File: src/rtl/tgi_pkg.sv
// tgi_pkg: shared types, codes and constants of the trilinear grid interpolator
// no dependencies; used by tgi_front, tgi_back and the top level through scoped names
package tgi_pkg;

    localparam int AXIS_POINTS_DEF = 16;
    localparam int TABLE_DEPTH_DEF = 4096;

    localparam int CMD_W    = 2;
    localparam int AXSEL_W  = 2;
    localparam int PIDX_W   = 4;
    localparam int COORD_W  = 20;
    localparam int TADDR_W  = 12;
    localparam int VALUE_W  = 32;
    localparam int CNT_W    = 5;
    localparam int CFGIDX_W = 2;
    localparam int WGT_W    = 17;
    localparam int FRAC_W   = 16;

    localparam logic [WGT_W-1:0] ONE_WEIGHT = 17'h10000;

    // command codes
    localparam logic [CMD_W-1:0] CMD_GRID  = 2'd0;
    localparam logic [CMD_W-1:0] CMD_TABLE = 2'd1;
    localparam logic [CMD_W-1:0] CMD_QUERY = 2'd2;

    // axis codes
    localparam logic [AXSEL_W-1:0] AXIS_A = 2'd0;
    localparam logic [AXSEL_W-1:0] AXIS_B = 2'd1;
    localparam logic [AXSEL_W-1:0] AXIS_C = 2'd2;

    // configuration register indexes
    localparam logic [CFGIDX_W-1:0] CFG_POINTS_A = 2'd0;
    localparam logic [CFGIDX_W-1:0] CFG_POINTS_B = 2'd1;
    localparam logic [CFGIDX_W-1:0] CFG_POINTS_C = 2'd2;

    typedef struct packed {
        logic [CMD_W-1:0]   cmd;
        logic [AXSEL_W-1:0] axis_select;
        logic [PIDX_W-1:0]  point_index;
        logic [COORD_W-1:0] coord_a;
        logic [COORD_W-1:0] coord_b;
        logic [COORD_W-1:0] coord_c;
        logic [TADDR_W-1:0] table_address;
        logic [VALUE_W-1:0] table_word;
    } item_t;

    typedef enum logic [3:0] {
        S_IDLE,
        S_INIT,
        S_SEARCH,
        S_LO,
        S_HI,
        S_WSET,
        S_DIV,
        S_C0,
        S_C1,
        S_C2,
        S_C3,
        S_OUT
    } seq_state_t;

endpackage

File: src/rtl/tgi_front.sv
// tgi_front: accepts input words, drops unused command codes, two-entry queue
// depends on tgi_pkg
module tgi_front (
    input  logic                           clk,
    input  logic                           rst_n,
    input  logic                           in_valid,
    output logic                           in_stall,
    input  tgi_pkg::item_t                 in_item,
    output logic                           q_valid,
    output tgi_pkg::item_t                 q_item,
    input  logic                           q_pop
);

    tgi_pkg::item_t slot_reg [2];
    logic           wr_ptr_reg, wr_ptr_next;
    logic           rd_ptr_reg, rd_ptr_next;
    logic [1:0]     cnt_reg, cnt_next;
    logic           push;
    logic           pop;

    assign in_stall = (cnt_reg == 2'd2);
    assign push = in_valid && !in_stall && (in_item.cmd == tgi_pkg::CMD_GRID ||
                  in_item.cmd == tgi_pkg::CMD_TABLE || in_item.cmd == tgi_pkg::CMD_QUERY);
    assign pop = q_pop && (cnt_reg != 2'd0);
    assign q_valid = (cnt_reg != 2'd0);
    assign q_item = slot_reg[rd_ptr_reg];

    always_comb
    begin
        wr_ptr_next = push ? ~wr_ptr_reg : wr_ptr_reg;
        rd_ptr_next = pop ? ~rd_ptr_reg : rd_ptr_reg;
        cnt_next = cnt_reg + 2'(push) - 2'(pop);
    end

    always_ff @(posedge clk or negedge rst_n)
    begin
        if (!rst_n)
        begin
            wr_ptr_reg <= 1'b0;
            rd_ptr_reg <= 1'b0;
            cnt_reg <= 2'd0;
        end
        else
        begin
            wr_ptr_reg <= wr_ptr_next;
            rd_ptr_reg <= rd_ptr_next;
            cnt_reg <= cnt_next;
        end
    end

    always_ff @(posedge clk)
    begin
        if (push)
        begin
            slot_reg[wr_ptr_reg] <= in_item;
        end
    end

    a_cnt_bound: assert property (@(posedge clk) disable iff (!rst_n)
        cnt_reg != 2'd3) else $error("queue count overflow");
    a_pop_only: assert property (@(posedge clk) disable iff (!rst_n)
        (pop && !push) |=> cnt_reg == $past(cnt_reg) - 2'd1) else $error("pop count slip");
    a_ptr_match: assert property (@(posedge clk) disable iff (!rst_n)
        (cnt_reg == 2'd0 || cnt_reg == 2'd2) |-> wr_ptr_reg == rd_ptr_reg)
        else $error("queue pointers out of step");

endmodule

File: config.mk
export PLATFORM = sky130hd
export DESIGN_NAME = tgi_front
export DESIGN_NICKNAME = d
export VERILOG_FILES = /design/src/rtl/tgi_pkg.sv /design/src/rtl/tgi_front.sv
export SDC_FILE = /design/constraint.sdc
export NUM_CORES = 1
export LEC_CHECK = 0
export BUFFER_PORTS_ARGS = -buffer_cell sky130_fd_sc_hd__buf_2
export CORE_MARGIN = 5
export CORE_UTILIZATION = 30
export CTS_CLUSTER_DIAMETER = 100
export DETAILED_ROUTE_END_ITERATION = 8
export PLACE_DENSITY = 0.5
export SYNTH_ARGS = -nofsm -noshare
export SYNTH_HDL_FRONTEND = slang
export SYNTH_SLANG_ARGS = --single-unit
File: constraint.sdc
create_clock -name clk -period 7.6 [get_ports clk]
set_clock_uncertainty 0.05 [all_clocks]
set_input_delay 1.14 -clock clk [delete_from_list [all_inputs] [get_ports clk]]
set_output_delay 1.14 -clock clk [all_outputs]
set_load 0.02 [all_outputs]
==> results of run 1 <==
[worst reg2reg max path: stages, from the launching register on]
cell	delay, ns
dfrtp_1	0.40
nor2b_1	0.15
nand3b_1	0.37
nor2_4	0.19
buf_4	0.71
[cells by family (layout without fill, tap and decap cells)]
| family | after synthesis | count (layout) | share of synthesized area |
|---|---|---|---|
| and+or+nand+nor | 7 | 7 | 0.00438 |
| buffers and inverters | 15 | 281 | 0.0155 |
| muxes | 112 | 112 | 0.178 |
| xor gates and xnor gates | 4 | 4 | 0.00408 |
| adders and majority gates | 2 | 2 | 0.00292 |
| DFF | 228 | 228 | 0.796 |
[power by group through the flow]
stage          combinational [W]  clock (W)  sequential (W)
2_1_floorplan            0.00104          0         0.00175
3_3_place_gp             0.00134          0         0.00180
3_5_place_dp             0.00135          0         0.00181
4_1_cts                  0.00136    0.00117         0.00179
5_1_grt                  0.00142    0.00122         0.00181
6_report                 0.00132    0.00113         0.00178
[through the flow]
step | hold WS [ns] | power, W
2_1_floorplan | 0.402 | 0.00279
3_3_place_gp | 0.426 | 0.00314
3_5_place_dp | 0.428 | 0.00317
4_1_cts | 0.332 | 0.00431
5_1_grt | 0.334 | 0.00445
6_report | 0.361 | 0.00423
[cell type report]
type,instances,area [um2]
fillers,2669,17600
flip-flops and latches,228,6830
multi-input cells,125,1640
repair buffers,234,1180
clock buffers,34,659
well taps,384,480
clock inverters,11,103
inverters,2,7.51
[metal layers]
metal  wire [um]  up-vias  track usage
met5          25        -            0
met4         380        4       0.0311
met3        1590       36       0.0331
met2        8660      151        0.181
met1        7050     2054        0.126
li1            -     1954            -
[path summary, 6_finish.rpt]
kind	from	to	depth (start not counted)
max reg2reg	cnt_reg[1]	slot_reg[0][63]	4
min in group clk	cnt_reg[1]	cnt_reg[1]	1
min reg2reg	cnt_reg[1]	cnt_reg[1]	1
max in group asynchronous	rst_n	rd_ptr_reg	1
max	rd_ptr_reg	q_item[8]	3
min	rst_n	wr_ptr_reg	1
[synthesized netlist by cell type (all sizes together)]
master / instances
mux2: 112
nand3b: 1
ha: 2
xor2: 1
or2: 1
buf: 13
edfxtp: 224
inv: 2
nor2b: 1
xnor2: 3
and2: 1
nand2: 1
nor2: 2
dfrtp: 4
==> run metrics, run 1 <==
WP buf/inv 2; Max-slew headroom 0.320; largest cells by area after synthesis edfxtp_1 (78%), mux2_4 (12%), mux2_2 (5.5%), dfrtp_1 (1.2%), buf_6 (1.0%); pwr dens between 300 and 400 nW/um2; final worst setup slack around 3.2 ns; Period Utilization, post-route 0.578; CTS H-Tree Depth 1; core area ~28000 um2; final setup fails 0; syn nets slightly below 500; leading area contributor after synthesis edfxtp_1; Horiz. Die Dim approximately 180 um; pre-CTS setup slack between 3 and 4 ns; Synth Register Bits approximately 230; initial cell density of the core 0.301; logic gate share of total power 0.312; initial antenna violation count 2; WL/cell about 17 um; FP Rows 62; Max FO, Critical Path 60; Detailed Place HPWL about 12 mm; worst slew pin tran 1.02 ns; TNS Setup 0 ns; CP Class reg2out; worst reg2reg setup slack about 5.3 ns; CP max stage delay between 1 and 1.5 ns; Placer Congestion roughly 0.68; CP Cell Sequence buf_4 > mux2_2 > buf_2; post-synthesis cell count 368; Post-CTS Setup Repair Bufs 0; routed vias 4199; total of max-cap violations 0; Net Sw Frac 0.313; grt ovf 0; yosys warns 0; clock share of power 0.267; CP Capture Type output port; clock sinks ~230; CTS Hold Bufs 0; Skew-Pair Late Insertion Delay around 0.52 ns; wirelength, routed between 15 and 20 mm; CP Launch Type register; layout cells sized above 1 0.601; CTS clk-pin slew, worst paths 0.06 ns; die area roughly 32000 um2; max reg flops between 200 and 250; Post-Place Cells around 1000; drt first pass iters 4; maximum VDD drop 0.181 mV; Layout area overhead 27.0%; Yosys top cell area share 0.784; antenna cells 0; total net switching power about 0.0013 W; post-synthesis sequential area ratio 0.796; Req. time, crit path around 6.4 ns; Placed Area ~10000 um2; leak pwr between 4 and 5 nW; post-route cell area roughly 11000 um2; I/O Pins 230; WP data arrival 3.21 ns; unrepaired setup endpoints after global routing false; max-slew violations 0; cts bufs inserted 25; fmax ~230 MHz; most frequent cells in the layout buf_2 (229), edfxtp_1 (224), mux2_4 (70); Clock Tree Buf Depth 3; Post-Syn Area approximately 8600 um2; internal power 0.00291 W; Final Hold Fails 0; Final Util 0.383; PortBufs about 230; starting DRC count in detailed routing 159; clk root buf clkbuf_16; most common cell after layout, fill and taps aside buf_2; count of cell types in the netlist 17; sequential share of power 0.421; Mapped Avg Cell Area 23.3 um2; Layout Cells excl Fill slightly above 1000; CTS tree built; first-pass GRT wire length 26.0 mm; Antenna Nets Post-Route 0; Hold Crit Class in2async; Die H around 180 um; post-layout minimum cycle time 4.40 ns; post_cts resized 0; Slowest-stage cell, CP dfrtp_4; Vias/cell ~4.1; DRC 0; number of global-route vias before repair between 4000 and 5000; cell family with most CP delay flip-flops; Total Routing Usage GR 0.105; largest net degree at the start of global routing 62; status finished clean; Total Nets Final between 700 and 800
Power figures use the tool's default switching activity.
==> run 2: changes to the inputs <==
--- a/config.mk
+++ b/config.mk
@@ -5,12 +5,13 @@
 export SDC_FILE = /design/constraint.sdc
 export NUM_CORES = 1
 export LEC_CHECK = 0
+export ABC_AREA = 1
 export BUFFER_PORTS_ARGS = -buffer_cell sky130_fd_sc_hd__buf_2
 export CORE_MARGIN = 5
 export CORE_UTILIZATION = 30
 export CTS_CLUSTER_DIAMETER = 100
 export DETAILED_ROUTE_END_ITERATION = 8
-export PLACE_DENSITY = 0.5
+export PLACE_DENSITY = 0.51
 export SYNTH_ARGS = -nofsm -noshare
 export SYNTH_HDL_FRONTEND = slang
 export SYNTH_SLANG_ARGS = --single-unit
==> constraint.sdc (replaced) <==
create_clock -name clk -period 4.5 [get_ports clk]
set_clock_uncertainty 0.05 [all_clocks]
set_input_delay 0.675 -clock clk [delete_from_list [all_inputs] [get_ports clk]]
set_output_delay 0.675 -clock clk [all_outputs]
set_load 0.02 [all_outputs]
==> run metrics, run 2 <==
FP Rows between 60 and 70; first-pass GRT wire length about 28 mm; Req. time, crit path 3.77 ns; Die H 177 um; post-layout minimum cycle time ~3.4 ns; PortBufs approximately 230; Horiz. Die Dim 177 um; fmax 291 MHz; Post-CTS Setup Repair Bufs 0; post-synthesis sequential area ratio 0.811; Pwr Total approximately 0.0072 W; CP Class reg2out; unrepaired setup endpoints after global routing false; core area 27700 um2; EDFF count, synth 224; final setup fails 0; met3 routed WL between 1.5 and 2 mm; largest cells by area after synthesis edfxtp_1 (80%), nand2_1 (16%), buf_6 (1.2%), dfrtp_1 (1.2%), buf_2 (0.83%); routed vias a little over 5000; internal power roughly 0.0046 W; max reg flops roughly 220; Antenna Nets Post-Route 0; die area around 31000 um2; layout cells sized above 1 0.312; WL met2 slightly below 9 mm; cell with the most instances after synthesis nand2_1; ys async rst share 0.0175; total net switching power between 0.002 and 0.003 W; post-synthesis cell count ~620; worst slew pin tran between 0.8 and 0.9 ns; top sig layer met5; Detailed Place HPWL 12.2 mm; count of cell types in the netlist 12; status finished clean; Filler cells 2680; cts bufs inserted 25; Final Hold Fails 0; max-slew violations 0; DRC 0; grt ovf 0; Max-slew headroom 0.425; WL/cell around 15 um; Post-synth top cells nand2_1 (349), edfxtp_1 (224), buf_2 (14); Yosys top cell area share 0.800; clock sinks between 200 and 250; pwr dens 676 nW/um2; most common cell after layout, fill and taps aside nand2_1; Skew-Pair Late Insertion Delay 0.51 ns; maximum VDD drop 0.301 mV; worst reg2reg setup slack between 2 and 2.5 ns; starting DRC count in detailed routing around 240; initial antenna violation count 5; sequential share of power 0.405; CTS H-Tree Depth 1; wirelength, routed between 15 and 20 mm; CTS clk-pin slew, worst paths 0.06 ns; Total Nets Final approximately 980; clock share of power 0.271; Synth Register Bits around 230; Hold Crit Class in2reg; Layout area overhead 27.4%; Post-Syn Area around 8400 um2; Placer Congestion ~0.74; post-route cell area 10700 um2; antenna cells 0; Net Sw Frac 0.363; number of global-route vias before repair roughly 5200; Total Routing Usage GR 0.116; WP data arrival around 2.7 ns; predominant post-synthesis flop cell edfxtp_1; clk root buf clkbuf_16; CTS tree built; initial cell density of the core 0.304; post_cts resized 0; logic gate share of total power 0.324; leading area contributor after synthesis edfxtp_1; largest net degree at the start of global routing 70; drt first pass iters 6; syn nets between 700 and 800; I/O Pins 230; Placed Area about 10000 um2; most frequent cells in the layout nand2_1 (349), buf_2 (229), edfxtp_1 (224); yosys warns 0; leak pwr approximately 4.6 nW; Max FO, Critical Path just under 70; Period Utilization, post-route 0.764; Vias/cell 4.13; total of max-cap violations 0; CP Launch Type register; TNS Setup 0 ns; Mapped Avg Cell Area 13.6 um2; CP Capture Type output port; Clock Tree Buf Depth 3; Metal-1 WL 7.71 mm
-- run 2: cell types whose count changed in the layout (fill, tap and decap cells not counted), moves of 2 or more --
cell        change
clkinv_1        -2
mux2_2         -42
inv_1           +6
xnor2_1         -3
nand2_1       +348
nand3_1         +3
inv_4           +2
mux2_4         -70
clkbuf_1        -2
clkinvlp_4      +2
-- run 2: final cells by class --
class	count	area [um2]	area share
Inverter	10	42.5	0.00397
Timing Repair Buffer	236	1210	0.113
Tap cell	378	473	0.0441
Clock inverter	12	136	0.0127
Sequential cell	228	6830	0.637
Multi-Input combinational cell	356	1370	0.128
Clock buffer	32	652	0.0608
-- run 2: kinds of logic (layout without fill, tap and decap cells) --
group	Yosys count	count (layout)	synth area share
adders and majority gates	2	2	0.00297
buffers and inverters	35	290	0.0269
DFF	228	228	0.811
and+or+nand+nor	354	354	0.159
-- run 2: metrics by stage --
step	util	hold WS (ns)	setup WS, ns	std cells
after detailed placement	0.358	0.418	1.54	1207
after floorplan	-	0.329	0.215	619
after global routing	0.387	0.270	0.786	1252
final	0.387	0.297	1.06	1252
after global placement	0.358	0.407	1.55	1207
after CTS	0.387	0.268	0.979	1252
-- run 2: final timing paths --
kind,start,end,cells past startpoint
max in group asynchronous,rst_n,rd_ptr_reg,2
min in group asynchronous,rst_n,cnt_reg[0],2
worst max register to register,rd_ptr_reg,rd_ptr_reg,4
worst min-delay path,in_item[9],slot_reg[1][9],1
worst max-delay path,rd_ptr_reg,q_item[7],5
worst min register to register,wr_ptr_reg,wr_ptr_reg,2
-- run 2: worst max-delay path, stage by stage, from the launching register on --
cell	delay, ns
dfrtp_4	0.73
inv_4	0.66
buf_4	0.39
nand2_1	0.08
nand2_1	0.09
buf_2	0.17
-- run 2: power groups by stage --
stage / clock network (W) / registers [W] / logic, W
final: 0.00196 / 0.00293 / 0.00234
after global routing: 0.00212 / 0.00297 / 0.00261
after CTS: 0.00203 / 0.00294 / 0.00242
after detailed placement: 0 / 0.00298 / 0.00242
after global placement: 0 / 0.00298 / 0.00240
after floorplan: 0 / 0.00292 / 0.00165
-- run 2: layer usage --
| metal | GRT usage | up-vias |
|---|---|---|
| met4 | 0.0313 | 10 |
| met1 | 0.141 | 2381 |
| met2 | 0.191 | 180 |
| met3 | 0.0473 | 43 |
| li1 | - | 2561 |
| met5 | 0 | - |
-- run 2: repair_timing --
item                                   CTS  global route
endpoints found under the hold margin    4             0
hold buffers                             1             0
setup endpoints to repair                0             0
